File: config.mk
export PLATFORM = sky130hd
export DESIGN_NAME = led_driver_two_wire_write_serializer
export DESIGN_NICKNAME = d
export VERILOG_FILES = /design/src/ldtw_pkg.sv /design/src/ldtw_ctrl.sv /design/src/ldtw_datapath.sv /design/src/led_driver_two_wire_write_serializer.sv
export SDC_FILE = /design/constraint.sdc
export NUM_CORES = 1
export LEC_CHECK = 0
export BUFFER_PORTS_ARGS = -buffer_cell sky130_fd_sc_hd__buf_2
export CAP_MARGIN = 20
export CORE_MARGIN = 5
export CORE_UTILIZATION = 40
export DETAILED_ROUTE_END_ITERATION = 6
export MAX_ROUTING_LAYER = met4
export SETUP_SLACK_MARGIN = 0.1
export SYNTH_ARGS = -nofsm -noshare
export SYNTH_HDL_FRONTEND = slang
export SYNTH_HIERARCHICAL = 1
export SYNTH_SLANG_ARGS = --single-unit
File: constraint.sdc
create_clock -name clk -period 3.4 [get_ports clk]
set_clock_uncertainty 0.2 [all_clocks]
set_input_delay 0.51 -clock clk [delete_from_list [all_inputs] [get_ports clk]]
set_output_delay 0.51 -clock clk [all_outputs]
set_load 0.05 [all_outputs]
File: src/ldtw_pkg.sv
package ldtw_pkg;

	localparam logic [1:0] OP_CMD   = 2'd0;
	localparam logic [1:0] OP_WRITE = 2'd1;
	localparam logic [1:0] OP_ADDR  = 2'd2;
	localparam logic [1:0] OP_NONE  = 2'd3;

	localparam logic [1:0] HOLD_ONE   = 2'd0;
	localparam logic [1:0] HOLD_SHORT = 2'd1;
	localparam logic [1:0] HOLD_HALF  = 2'd2;
	localparam logic [1:0] HOLD_GAP   = 2'd3;

	localparam logic [7:0] CMD_FIXED_ADDR = 8'h44;
	localparam logic [7:0] ADDR_BASE      = 8'hC0;
	localparam logic [7:0] BIT_ONE        = 8'h01;

	localparam logic [1:0] REG_SHORT_HOLD = 2'd0;
	localparam logic [1:0] REG_HALF_BIT   = 2'd1;
	localparam logic [1:0] REG_STOP_GAP   = 2'd2;

	localparam int CFG_DATA_W  = 24;
	localparam int CFG_INDEX_W = 2;

	typedef struct packed {
		logic [1:0] opcode;
		logic [3:0] column;
		logic [7:0] data_byte;
	} req_t;

	typedef struct packed {
		logic       clock_level;
		logic       data_level;
		logic [1:0] hold_class;
		logic       last_step;
	} rsp_t;

	typedef enum logic [3:0] {
		ST_IDLE,
		ST_START0,
		ST_START1,
		ST_START2,
		ST_BIT_LO,
		ST_BIT_HI,
		ST_ACK,
		ST_STOP0,
		ST_STOP1
	} state_t;

	typedef enum logic [1:0] {
		SEL_CMD,
		SEL_ADDR,
		SEL_DATA
	} byte_sel_t;

	typedef struct packed {
		logic       capture;
		logic       emit;
		logic       load;
		byte_sel_t  sel;
		logic       shift;
		logic       clk_lvl;
		logic       dio_bit;
		logic       dio_lvl;
		logic [1:0] hold;
		logic       last;
	} cmd_t;

	typedef struct packed {
		logic       out_free;
		logic       bit_last;
		logic [1:0] opcode;
	} status_t;

endpackage

File: src/ldtw_ctrl.sv
module ldtw_ctrl (
	input  logic               clk,
	input  logic               arst_n,
	input  logic               in_valid,
	input  logic [1:0]         in_opcode,
	output logic               in_ready,
	input  ldtw_pkg::status_t  st,
	output ldtw_pkg::cmd_t     cmd
);

	ldtw_pkg::state_t state_q, state_d;
	logic addr_frame_q, addr_frame_d;
	logic second_q, second_d;

	always_ff @(posedge clk or negedge arst_n) begin
		if (!arst_n) begin
			state_q      <= ldtw_pkg::ST_IDLE;
			addr_frame_q <= 1'b0;
			second_q     <= 1'b0;
		end else begin
			state_q      <= state_d;
			addr_frame_q <= addr_frame_d;
			second_q     <= second_d;
		end
	end

	always_comb begin
		state_d      = state_q;
		addr_frame_d = addr_frame_q;
		second_d     = second_q;
		in_ready     = 1'b0;
		cmd          = '0;
		cmd.sel      = ldtw_pkg::SEL_CMD;
		case (state_q)
			ldtw_pkg::ST_IDLE: begin
				in_ready    = 1'b1;
				cmd.capture = in_valid;
				if (in_valid) begin
					case (in_opcode)
						ldtw_pkg::OP_CMD, ldtw_pkg::OP_WRITE: begin
							state_d      = ldtw_pkg::ST_START0;
							addr_frame_d = 1'b0;
						end
						ldtw_pkg::OP_ADDR: begin
							state_d      = ldtw_pkg::ST_START0;
							addr_frame_d = 1'b1;
						end
						default: state_d = ldtw_pkg::ST_IDLE;
					endcase
				end
			end
			ldtw_pkg::ST_START0: begin
				cmd.emit    = st.out_free;
				cmd.clk_lvl = 1'b1;
				cmd.dio_lvl = 1'b1;
				cmd.hold    = ldtw_pkg::HOLD_SHORT;
				if (st.out_free) state_d = ldtw_pkg::ST_START1;
			end
			ldtw_pkg::ST_START1: begin
				cmd.emit    = st.out_free;
				cmd.clk_lvl = 1'b1;
				cmd.hold    = ldtw_pkg::HOLD_ONE;
				if (st.out_free) state_d = ldtw_pkg::ST_START2;
			end
			ldtw_pkg::ST_START2: begin
				cmd.emit = st.out_free;
				cmd.load = st.out_free;
				cmd.sel  = addr_frame_q ? ldtw_pkg::SEL_ADDR : ldtw_pkg::SEL_CMD;
				cmd.hold = ldtw_pkg::HOLD_ONE;
				if (st.out_free) begin
					state_d  = ldtw_pkg::ST_BIT_LO;
					second_d = 1'b0;
				end
			end
			ldtw_pkg::ST_BIT_LO: begin
				cmd.emit    = st.out_free;
				cmd.dio_bit = 1'b1;
				cmd.hold    = ldtw_pkg::HOLD_HALF;
				if (st.out_free) state_d = ldtw_pkg::ST_BIT_HI;
			end
			ldtw_pkg::ST_BIT_HI: begin
				cmd.emit    = st.out_free;
				cmd.shift   = st.out_free;
				cmd.clk_lvl = 1'b1;
				cmd.dio_bit = 1'b1;
				cmd.hold    = ldtw_pkg::HOLD_HALF;
				if (st.out_free) begin
					state_d = st.bit_last ? ldtw_pkg::ST_ACK : ldtw_pkg::ST_BIT_LO;
				end
			end
			ldtw_pkg::ST_ACK: begin
				cmd.emit = st.out_free;
				cmd.hold = ldtw_pkg::HOLD_ONE;
				cmd.sel  = ldtw_pkg::SEL_DATA;
				if (st.out_free) begin
					if (addr_frame_q && !second_q) begin
						cmd.load = 1'b1;
						second_d = 1'b1;
						state_d  = ldtw_pkg::ST_BIT_LO;
					end else begin
						state_d = ldtw_pkg::ST_STOP0;
					end
				end
			end
			ldtw_pkg::ST_STOP0: begin
				cmd.emit    = st.out_free;
				cmd.clk_lvl = 1'b1;
				cmd.hold    = ldtw_pkg::HOLD_SHORT;
				if (st.out_free) state_d = ldtw_pkg::ST_STOP1;
			end
			ldtw_pkg::ST_STOP1: begin
				cmd.emit    = st.out_free;
				cmd.clk_lvl = 1'b1;
				cmd.dio_lvl = 1'b1;
				cmd.hold    = ldtw_pkg::HOLD_GAP;
				cmd.last    = addr_frame_q || (st.opcode == ldtw_pkg::OP_CMD);
				if (st.out_free) begin
					if (!addr_frame_q && st.opcode == ldtw_pkg::OP_WRITE) begin
						addr_frame_d = 1'b1;
						state_d      = ldtw_pkg::ST_START0;
					end else begin
						state_d = ldtw_pkg::ST_IDLE;
					end
				end
			end
			default: state_d = ldtw_pkg::ST_IDLE;
		endcase
	end

`ifndef SYNTHESIS
	a_last_ends: assert property (@(posedge clk) disable iff (!arst_n)
		cmd.emit && cmd.last |=> state_q == ldtw_pkg::ST_IDLE)
		else $error("request did not end after its final step");
	a_load_emits: assert property (@(posedge clk) disable iff (!arst_n)
		cmd.load |-> cmd.emit && st.out_free)
		else $error("byte loaded without a step beat");
	a_bit_loop: assert property (@(posedge clk) disable iff (!arst_n)
		state_q == ldtw_pkg::ST_BIT_HI && cmd.emit && !st.bit_last
		|=> state_q == ldtw_pkg::ST_BIT_LO)
		else $error("bit loop left early");
`endif

endmodule

File: src/ldtw_datapath.sv
module ldtw_datapath (
	input  logic                                 clk,
	input  logic                                 arst_n,
	input  ldtw_pkg::req_t                       in_data,
	output logic                                 out_valid,
	input  logic                                 out_ready,
	output ldtw_pkg::rsp_t                       out_data,
	input  logic                                 cfg_we,
	input  logic [ldtw_pkg::CFG_INDEX_W-1:0]     cfg_index,
	input  logic [ldtw_pkg::CFG_DATA_W-1:0]      cfg_wdata,
	input  ldtw_pkg::cmd_t                       cmd,
	output ldtw_pkg::status_t                    st
);

	ldtw_pkg::req_t req_q;
	logic [7:0]     shift_q;
	logic [2:0]     bit_cnt_q;
	logic [7:0]     next_byte;
	logic           out_valid_q;
	ldtw_pkg::rsp_t out_q;
	logic [15:0]    short_hold_q;
	logic [23:0]    half_bit_q;
	logic [23:0]    stop_gap_q;

	always_comb begin
		case (cmd.sel)
			ldtw_pkg::SEL_CMD:
				next_byte = (req_q.opcode == ldtw_pkg::OP_CMD) ? req_q.data_byte
				                                                : ldtw_pkg::CMD_FIXED_ADDR;
			ldtw_pkg::SEL_ADDR: next_byte = ldtw_pkg::ADDR_BASE | {4'b0000, req_q.column};
			ldtw_pkg::SEL_DATA: next_byte = req_q.data_byte;
			default:            next_byte = '0;
		endcase
	end

	always_ff @(posedge clk) begin
		if (cmd.capture) req_q <= in_data;
		if (cmd.load) begin
			shift_q   <= next_byte;
			bit_cnt_q <= '0;
		end else if (cmd.shift) begin
			shift_q   <= shift_q >> 1;
			bit_cnt_q <= bit_cnt_q + 3'd1;
		end
		if (cmd.emit) begin
			out_q.clock_level <= cmd.clk_lvl;
			out_q.data_level  <= cmd.dio_bit ? (shift_q[0] & ldtw_pkg::BIT_ONE[0]) : cmd.dio_lvl;
			out_q.hold_class  <= cmd.hold;
			out_q.last_step   <= cmd.last;
		end
	end

	always_ff @(posedge clk or negedge arst_n) begin
		if (!arst_n) begin
			out_valid_q <= 1'b0;
		end else if (cmd.emit) begin
			out_valid_q <= 1'b1;
		end else if (out_ready) begin
			out_valid_q <= 1'b0;
		end
	end

	always_ff @(posedge clk or negedge arst_n) begin
		if (!arst_n) begin
			short_hold_q <= 16'd50;
			half_bit_q   <= 24'd25000;
			stop_gap_q   <= 24'd5000;
		end else if (cfg_we) begin
			case (cfg_index)
				ldtw_pkg::REG_SHORT_HOLD: short_hold_q <= cfg_wdata[15:0];
				ldtw_pkg::REG_HALF_BIT:   half_bit_q   <= cfg_wdata;
				ldtw_pkg::REG_STOP_GAP:   stop_gap_q   <= cfg_wdata;
				default: ;
			endcase
		end
	end

	assign out_valid   = out_valid_q;
	assign out_data    = out_q;
	assign st.out_free = !out_valid_q || out_ready;
	assign st.bit_last = (bit_cnt_q == 3'd7);
	assign st.opcode   = req_q.opcode;

`ifndef SYNTHESIS
	a_emit_shows: assert property (@(posedge clk) disable iff (!arst_n)
		cmd.emit |=> out_valid)
		else $error("step beat not presented");
	a_shift_count: assert property (@(posedge clk) disable iff (!arst_n)
		cmd.shift && !cmd.load |=> bit_cnt_q == $past(bit_cnt_q) + 3'd1)
		else $error("bit counter out of step with shifter");
	a_cfg_write: assert property (@(posedge clk) disable iff (!arst_n)
		cfg_we && cfg_index == ldtw_pkg::REG_HALF_BIT
		|=> half_bit_q == $past(cfg_wdata) && $stable(short_hold_q) && $stable(stop_gap_q))
		else $error("half bit register write lost or spread");
`endif

endmodule

File: src/led_driver_two_wire_write_serializer.sv
// Two-wire LED driver write serializer.
// Input channel (in_valid/in_ready, in_data): one request per beat, opcode 0
// sends a command frame, 1 the fixed-address command then address and data,
// 2 only the address-and-data frame; opcode 3 is dropped without output.
// Output channel (out_valid/out_ready, out_data): one pin step per beat, the
// clock and data levels to drive, a hold class for the pin timer, and a
// last-step flag on the final step of the request.
// Requests yield 22, 61 or 39 steps. One step leaves per cycle while the
// receiver takes them, through a single output register, and the next
// request is accepted only once the final step is in the output register.
// A stalled receiver holds the current step and freezes the sequencer.
// Configuration (cfg_we, cfg_index, cfg_wdata) sets the hold time registers
// with no wait; write them while no request is in progress.
// Reset clears the sequencer and the output valid flag and restores the
// hold registers to 50, 25000 and 5000.
module led_driver_two_wire_write_serializer (
	input  logic                              clk,
	input  logic                              arst_n,
	input  logic                              in_valid,
	output logic                              in_ready,
	input  ldtw_pkg::req_t                    in_data,
	output logic                              out_valid,
	input  logic                              out_ready,
	output ldtw_pkg::rsp_t                    out_data,
	input  logic                              cfg_we,
	input  logic [ldtw_pkg::CFG_INDEX_W-1:0]  cfg_index,
	input  logic [ldtw_pkg::CFG_DATA_W-1:0]   cfg_wdata
);

	ldtw_pkg::cmd_t    cmd;
	ldtw_pkg::status_t st;

	ldtw_ctrl u_ctrl (
		.clk       (clk),
		.arst_n    (arst_n),
		.in_valid  (in_valid),
		.in_opcode (in_data.opcode),
		.in_ready  (in_ready),
		.st        (st),
		.cmd       (cmd)
	);

	ldtw_datapath u_datapath (
		.clk       (clk),
		.arst_n    (arst_n),
		.in_data   (in_data),
		.out_valid (out_valid),
		.out_ready (out_ready),
		.out_data  (out_data),
		.cfg_we    (cfg_we),
		.cfg_index (cfg_index),
		.cfg_wdata (cfg_wdata),
		.cmd       (cmd),
		.st        (st)
	);

endmodule
==> impl_summary.txt <==
----------------------------------------------------
[Run status]
  Outcome ... finished clean

[STA]
  Max frequency ... approximately 360 MHz
  PnR worst setup slack ... about 600 ps
  Unrepaired setup endpoints after global routing ... false
  Transition time of the tightest slew-check pin ... around 500 ps
  # setup viols final ... 0
  Period minus WS final ... 2800 ps
  Final Hold Fails ... 0
  Final count of pins violating max slew ... 0
  Max-slew headroom at the worst pin ... about two thirds
  Final worst-path cycle share ... 82.34%
  Setup TNS after final layout ... 0 ps
  Hold_ws ... 198.4 ps

[Detailed routing]
  Total Routed Length ... just over 3000 um
  Via/cell ratio ... approximately 5.2
  Met1 wire length ... between 1000 and 1500 um
  Remaining design rule violation count ... 0
  Detailed-routed wire length on met2 ... roughly 1500 um
  Highest routed metal layer ... met4
  Iter 0 DRT Violations ... between 70 and 80
  Drt pass-1 iters ... 4
  Via Count ... roughly 1100
  Per-cell routed wire length ... between 10 and 15 um
  ANT nets after route ... 0
  WL met3 ... around 160 um

[Worst setup path]
  R2R Setup Slk ... roughly 600 ps
  Required arrival time at the worst endpoint ... between 3000 and 4000 ps
  Max incr delay on CP ... around 590 ps
  Crit Reg-Reg Endpoint ... u_datapath/shift_q[2]$_DFFE_PP_
  Critical path launch point type ... flop
  Kind of critical path ... reg2reg
  Critical Path, Cell by Cell ... nor4bb_1 -> o21a_1 -> inv_1 -> a211oi_4 -> a221oi_1
  Launching point of the worst reg2reg path ... u_ctrl/state_q[0]$_DFFE_PN0P_
  Worst R2R Path Depth ... 5
  Critical path fanouts, max ... 14
  Element type at the critical path end ... flop
  Signal arrival time at the worst endpoint ... approximately 2600 ps
  Cell with the biggest individual delay on the critical path ... sky130_fd_sc_hd__dfrtp_1

[Placed design]
  Post-DP HPWL ... about 2300 um
  Setup Slack @ Placement ... 634.6 ps
  RePlAce Congestion ... between 0.7 and 0.8
  Port bufs ... 24
  # placed instances ... ~210
  Placement-stage cell area ... between 1500 and 2000 um^2

[Yosys]
  Most common flop cell mapped by yosys ... sky130_fd_sc_hd__edfxtp_1
  Synthesized netlist cell count ... 143
  Mean instance size in the synthesized netlist ... between 10 and 15 um^2
  Post-Synthesis Net Count ... 190
  Flip-flop and latch count after synthesis ... 37
  Count of warnings emitted by yosys ... 6
  Netlist area before placement ... 1777 um^2
  Sequential cell area fraction in the yosys report ... between 50% and 60%
  Netlist cell types ... 51
  Post-synth ARST share ... 18.92%
  Number of flops mapped to enable cells by yosys ... 27

[Power and ir drop]
  Worst IR drop on VDD ... 0.3591 mV
  Net switching power ... roughly 680 uW
  Internal power ... 1.072 mW
  Reported leakage power ... 0.8070 nW
  Clk pwr share ... between 10% and 20%
  Net Sw Frac ... slightly below 40%
  Total Power ... between 1.5 and 2 mW
  Combinational Power Share ... between 30% and 40%
  Reg power frac ... approximately 44%
  Pwr Density ... around 870 nW/um^2

[Worst hold path]
  Kind of path behind the tightest hold check ... in2reg
  Hold EP ... u_datapath/req_q[6]$_DFFE_PP_
  Number of cells traversed by the worst hold path ... 1
  Worst hold start ... in_data[6]

[Layout]
  Final design instance area without fill ... slightly above 2000 um^2
  Commonest non-fill, non-tap cell in the layout ... sky130_fd_sc_hd__edfxtp_1
  Most frequent cells in the layout ... sky130_fd_sc_hd__edfxtp_1 (27), sky130_fd_sc_hd__buf_2 (24), sky130_fd_sc_hd__nor2_1 (13)
  Inserted Diodes ... 0
  Final cell count without fillers ... 220
  Utilization after layout ... between 40% and 50%
  Number of nets in the layout ... roughly 210
  Share of cells above drive strength 1 ... between 20% and 30%
  Layout Area Growth over Synthesis ... 13.45%

[CTS]
  Worst-Skew Late Latency ... around 280 ps
  Cell chosen for the clock root ... sky130_fd_sc_hd__clkbuf_8
  Level count of the clock H-tree ... 2
  Number of buffers added by the clock tree synthesis step ... 5
  Count of clock tree sinks ... 37
  Max Buffers Root-to-Sink ... 2
  Clock transition at path regs ... 70 ps
  CTS tree ... done

[Floorplan]
  Initial core utilization ... between 40% and 50%
  Die Area ... just under 6000 um^2
  Number of ports placed on the die boundary ... 52
  Total number of placement rows ... 24
  Die boundary width ... roughly 77 um
  Core Area ... about 4300 um^2
  Floorplan die height ... between 70 and 80 um

[GRT]
  Initial antenna violation count ... 0
  Global route total overflow ... 0
  Vias in the first global route ... 1130
  Global-route wire length before repair ... approximately 5300 um
  Global-route usage over all layers ... 11.58%
  Largest net degree at the start of global routing ... 20

[Run]
  Max-cap violation count ... 0

----------------------------------------------------
==> cells by family (layout without fill, tap and decap cells) <==
group | Yosys count | after routing | share of synthesized area, %
and+or+nand+nor | 49 | 49 | 16.55
AOI/OAI and AO/OA | 28 | 28 | 13.45
muxes | 3 | 3 | 1.761
xor gates and xnor gates | 5 | 5 | 2.465
DFF | 37 | 37 | 58.87
buffers and inverters | 19 | 44 | 5.493
adders and majority gates | 2 | 2 | 1.408
==> registers in the layout, indices dropped and copies added, names as in the netlist <==
signal and flops:
u_ctrl/addr_frame_q 1, u_datapath/req_q 12, u_ctrl/state_q 4, u_datapath/shift_q 8, u_datapath/out_valid 1, u_datapath/st 2
u_datapath/bit_cnt_q 3, u_ctrl/second_q 1, u_datapath/out_data 5
==> Yosys cell counts, types with 2 or more instances <==
| cell type | instances | area (um^2) |
|---|---|---|
| sky130_fd_sc_hd__o32a_1 | 2 | 20.02 |
| sky130_fd_sc_hd__nor3_1 | 4 | 20.02 |
| sky130_fd_sc_hd__buf_4 | 3 | 22.52 |
| sky130_fd_sc_hd__mux2i_1 | 2 | 20.02 |
| sky130_fd_sc_hd__a21boi_0 | 3 | 22.52 |
| sky130_fd_sc_hd__nand2_1 | 4 | 15.01 |
| sky130_fd_sc_hd__dfxtp_1 | 3 | 60.06 |
| sky130_fd_sc_hd__edfxtp_1 | 27 | 810.8 |
| sky130_fd_sc_hd__and2b_2 | 3 | 26.28 |
| sky130_fd_sc_hd__o21ai_0 | 2 | 10.01 |
| sky130_fd_sc_hd__o21a_1 | 3 | 22.52 |
| sky130_fd_sc_hd__buf_2 | 6 | 30.03 |
| sky130_fd_sc_hd__a221o_2 | 3 | 33.78 |
| sky130_fd_sc_hd__dfrtp_1 | 7 | 175.2 |
| sky130_fd_sc_hd__nand3b_1 | 5 | 37.54 |
| sky130_fd_sc_hd__a21oi_1 | 3 | 15.01 |
| sky130_fd_sc_hd__nand3_1 | 2 | 10.01 |
| sky130_fd_sc_hd__ha_1 | 2 | 25.02 |
| sky130_fd_sc_hd__inv_1 | 8 | 30.03 |
| sky130_fd_sc_hd__xor2_1 | 2 | 17.52 |
| sky130_fd_sc_hd__xnor2_1 | 3 | 26.28 |
| sky130_fd_sc_hd__nor2_1 | 13 | 48.80 |
| sky130_fd_sc_hd__nand2b_1 | 4 | 25.02 |
| sky130_fd_sc_hd__and3b_1 | 2 | 17.52 |
==> power groups by stage <==
stage / Combinational (mW) / Sequential [mW] / Clock [mW]
2_1_floorplan: 0.481 / 0.857 / 0
3_3_place_gp: 0.675 / 0.771 / 0
3_5_place_dp: 0.693 / 0.778 / 0
4_1_cts: 0.698 / 0.768 / 0.300
5_1_grt: 0.755 / 0.788 / 0.323
6_report: 0.695 / 0.767 / 0.287
==> layout make-up <==
| cell class | count | area (um^2) |
|---|---|---|
| flip-flops and latches | 37 | 1046 |
| fillers | 410 | 2308 |
| clock buffers | 6 | 72.57 |
| inverters | 8 | 30.03 |
| multi-input cells | 87 | 638.1 |
| repair buffers | 28 | 152.6 |
| well taps | 52 | 65.06 |
| clock inverters | 2 | 11.26 |
==> worst max-delay path, delay by kind of cell, from the launching register on <==
| kind | cells | cell delay, ps |
|---|---|---|
| AOI/OAI and AO/OA | 3 | 1010 |
| buffers and inverters | 1 | 190 |
| DFF | 1 | 590 |
| and+or+nand+nor | 1 | 540 |
==> what timing repair did <==
action	CTS	global route
hold buffers	1	0
endpoints found under the setup margin	0	0
hold endpoints to repair	7	0
resized for setup	0	0
setup buffers	0	0
==> per-layer routing <==
layer | global-route usage (%) | vias to the layer above
li1 | - | 574
met4 | 4.196 | 0
met1 | 14.67 | 541
met5 | - | -
met2 | 17.21 | 28
met3 | 3.901 | 5
==> worst max-delay path by stage <==
stage,from,end,cells after the start
after floorplan,u_ctrl/state_q[2]$_DFFE_PN0P_,u_datapath/req_q[0]$_DFFE_PP_,3
after global placement,u_ctrl/state_q[0]$_DFFE_PN0P_,u_datapath/shift_q[2]$_DFFE_PP_,5
after detailed placement,u_ctrl/state_q[0]$_DFFE_PN0P_,u_datapath/shift_q[2]$_DFFE_PP_,5
after CTS,u_ctrl/state_q[0]$_DFFE_PN0P_,u_datapath/shift_q[2]$_DFFE_PP_,5
after global routing,u_ctrl/state_q[0]$_DFFE_PN0P_,u_datapath/shift_q[2]$_DFFE_PP_,5
final,u_ctrl/state_q[0]$_DFFE_PN0P_,u_datapath/shift_q[2]$_DFFE_PP_,5
No activity file was read; power rests on OpenSTA's default activity.
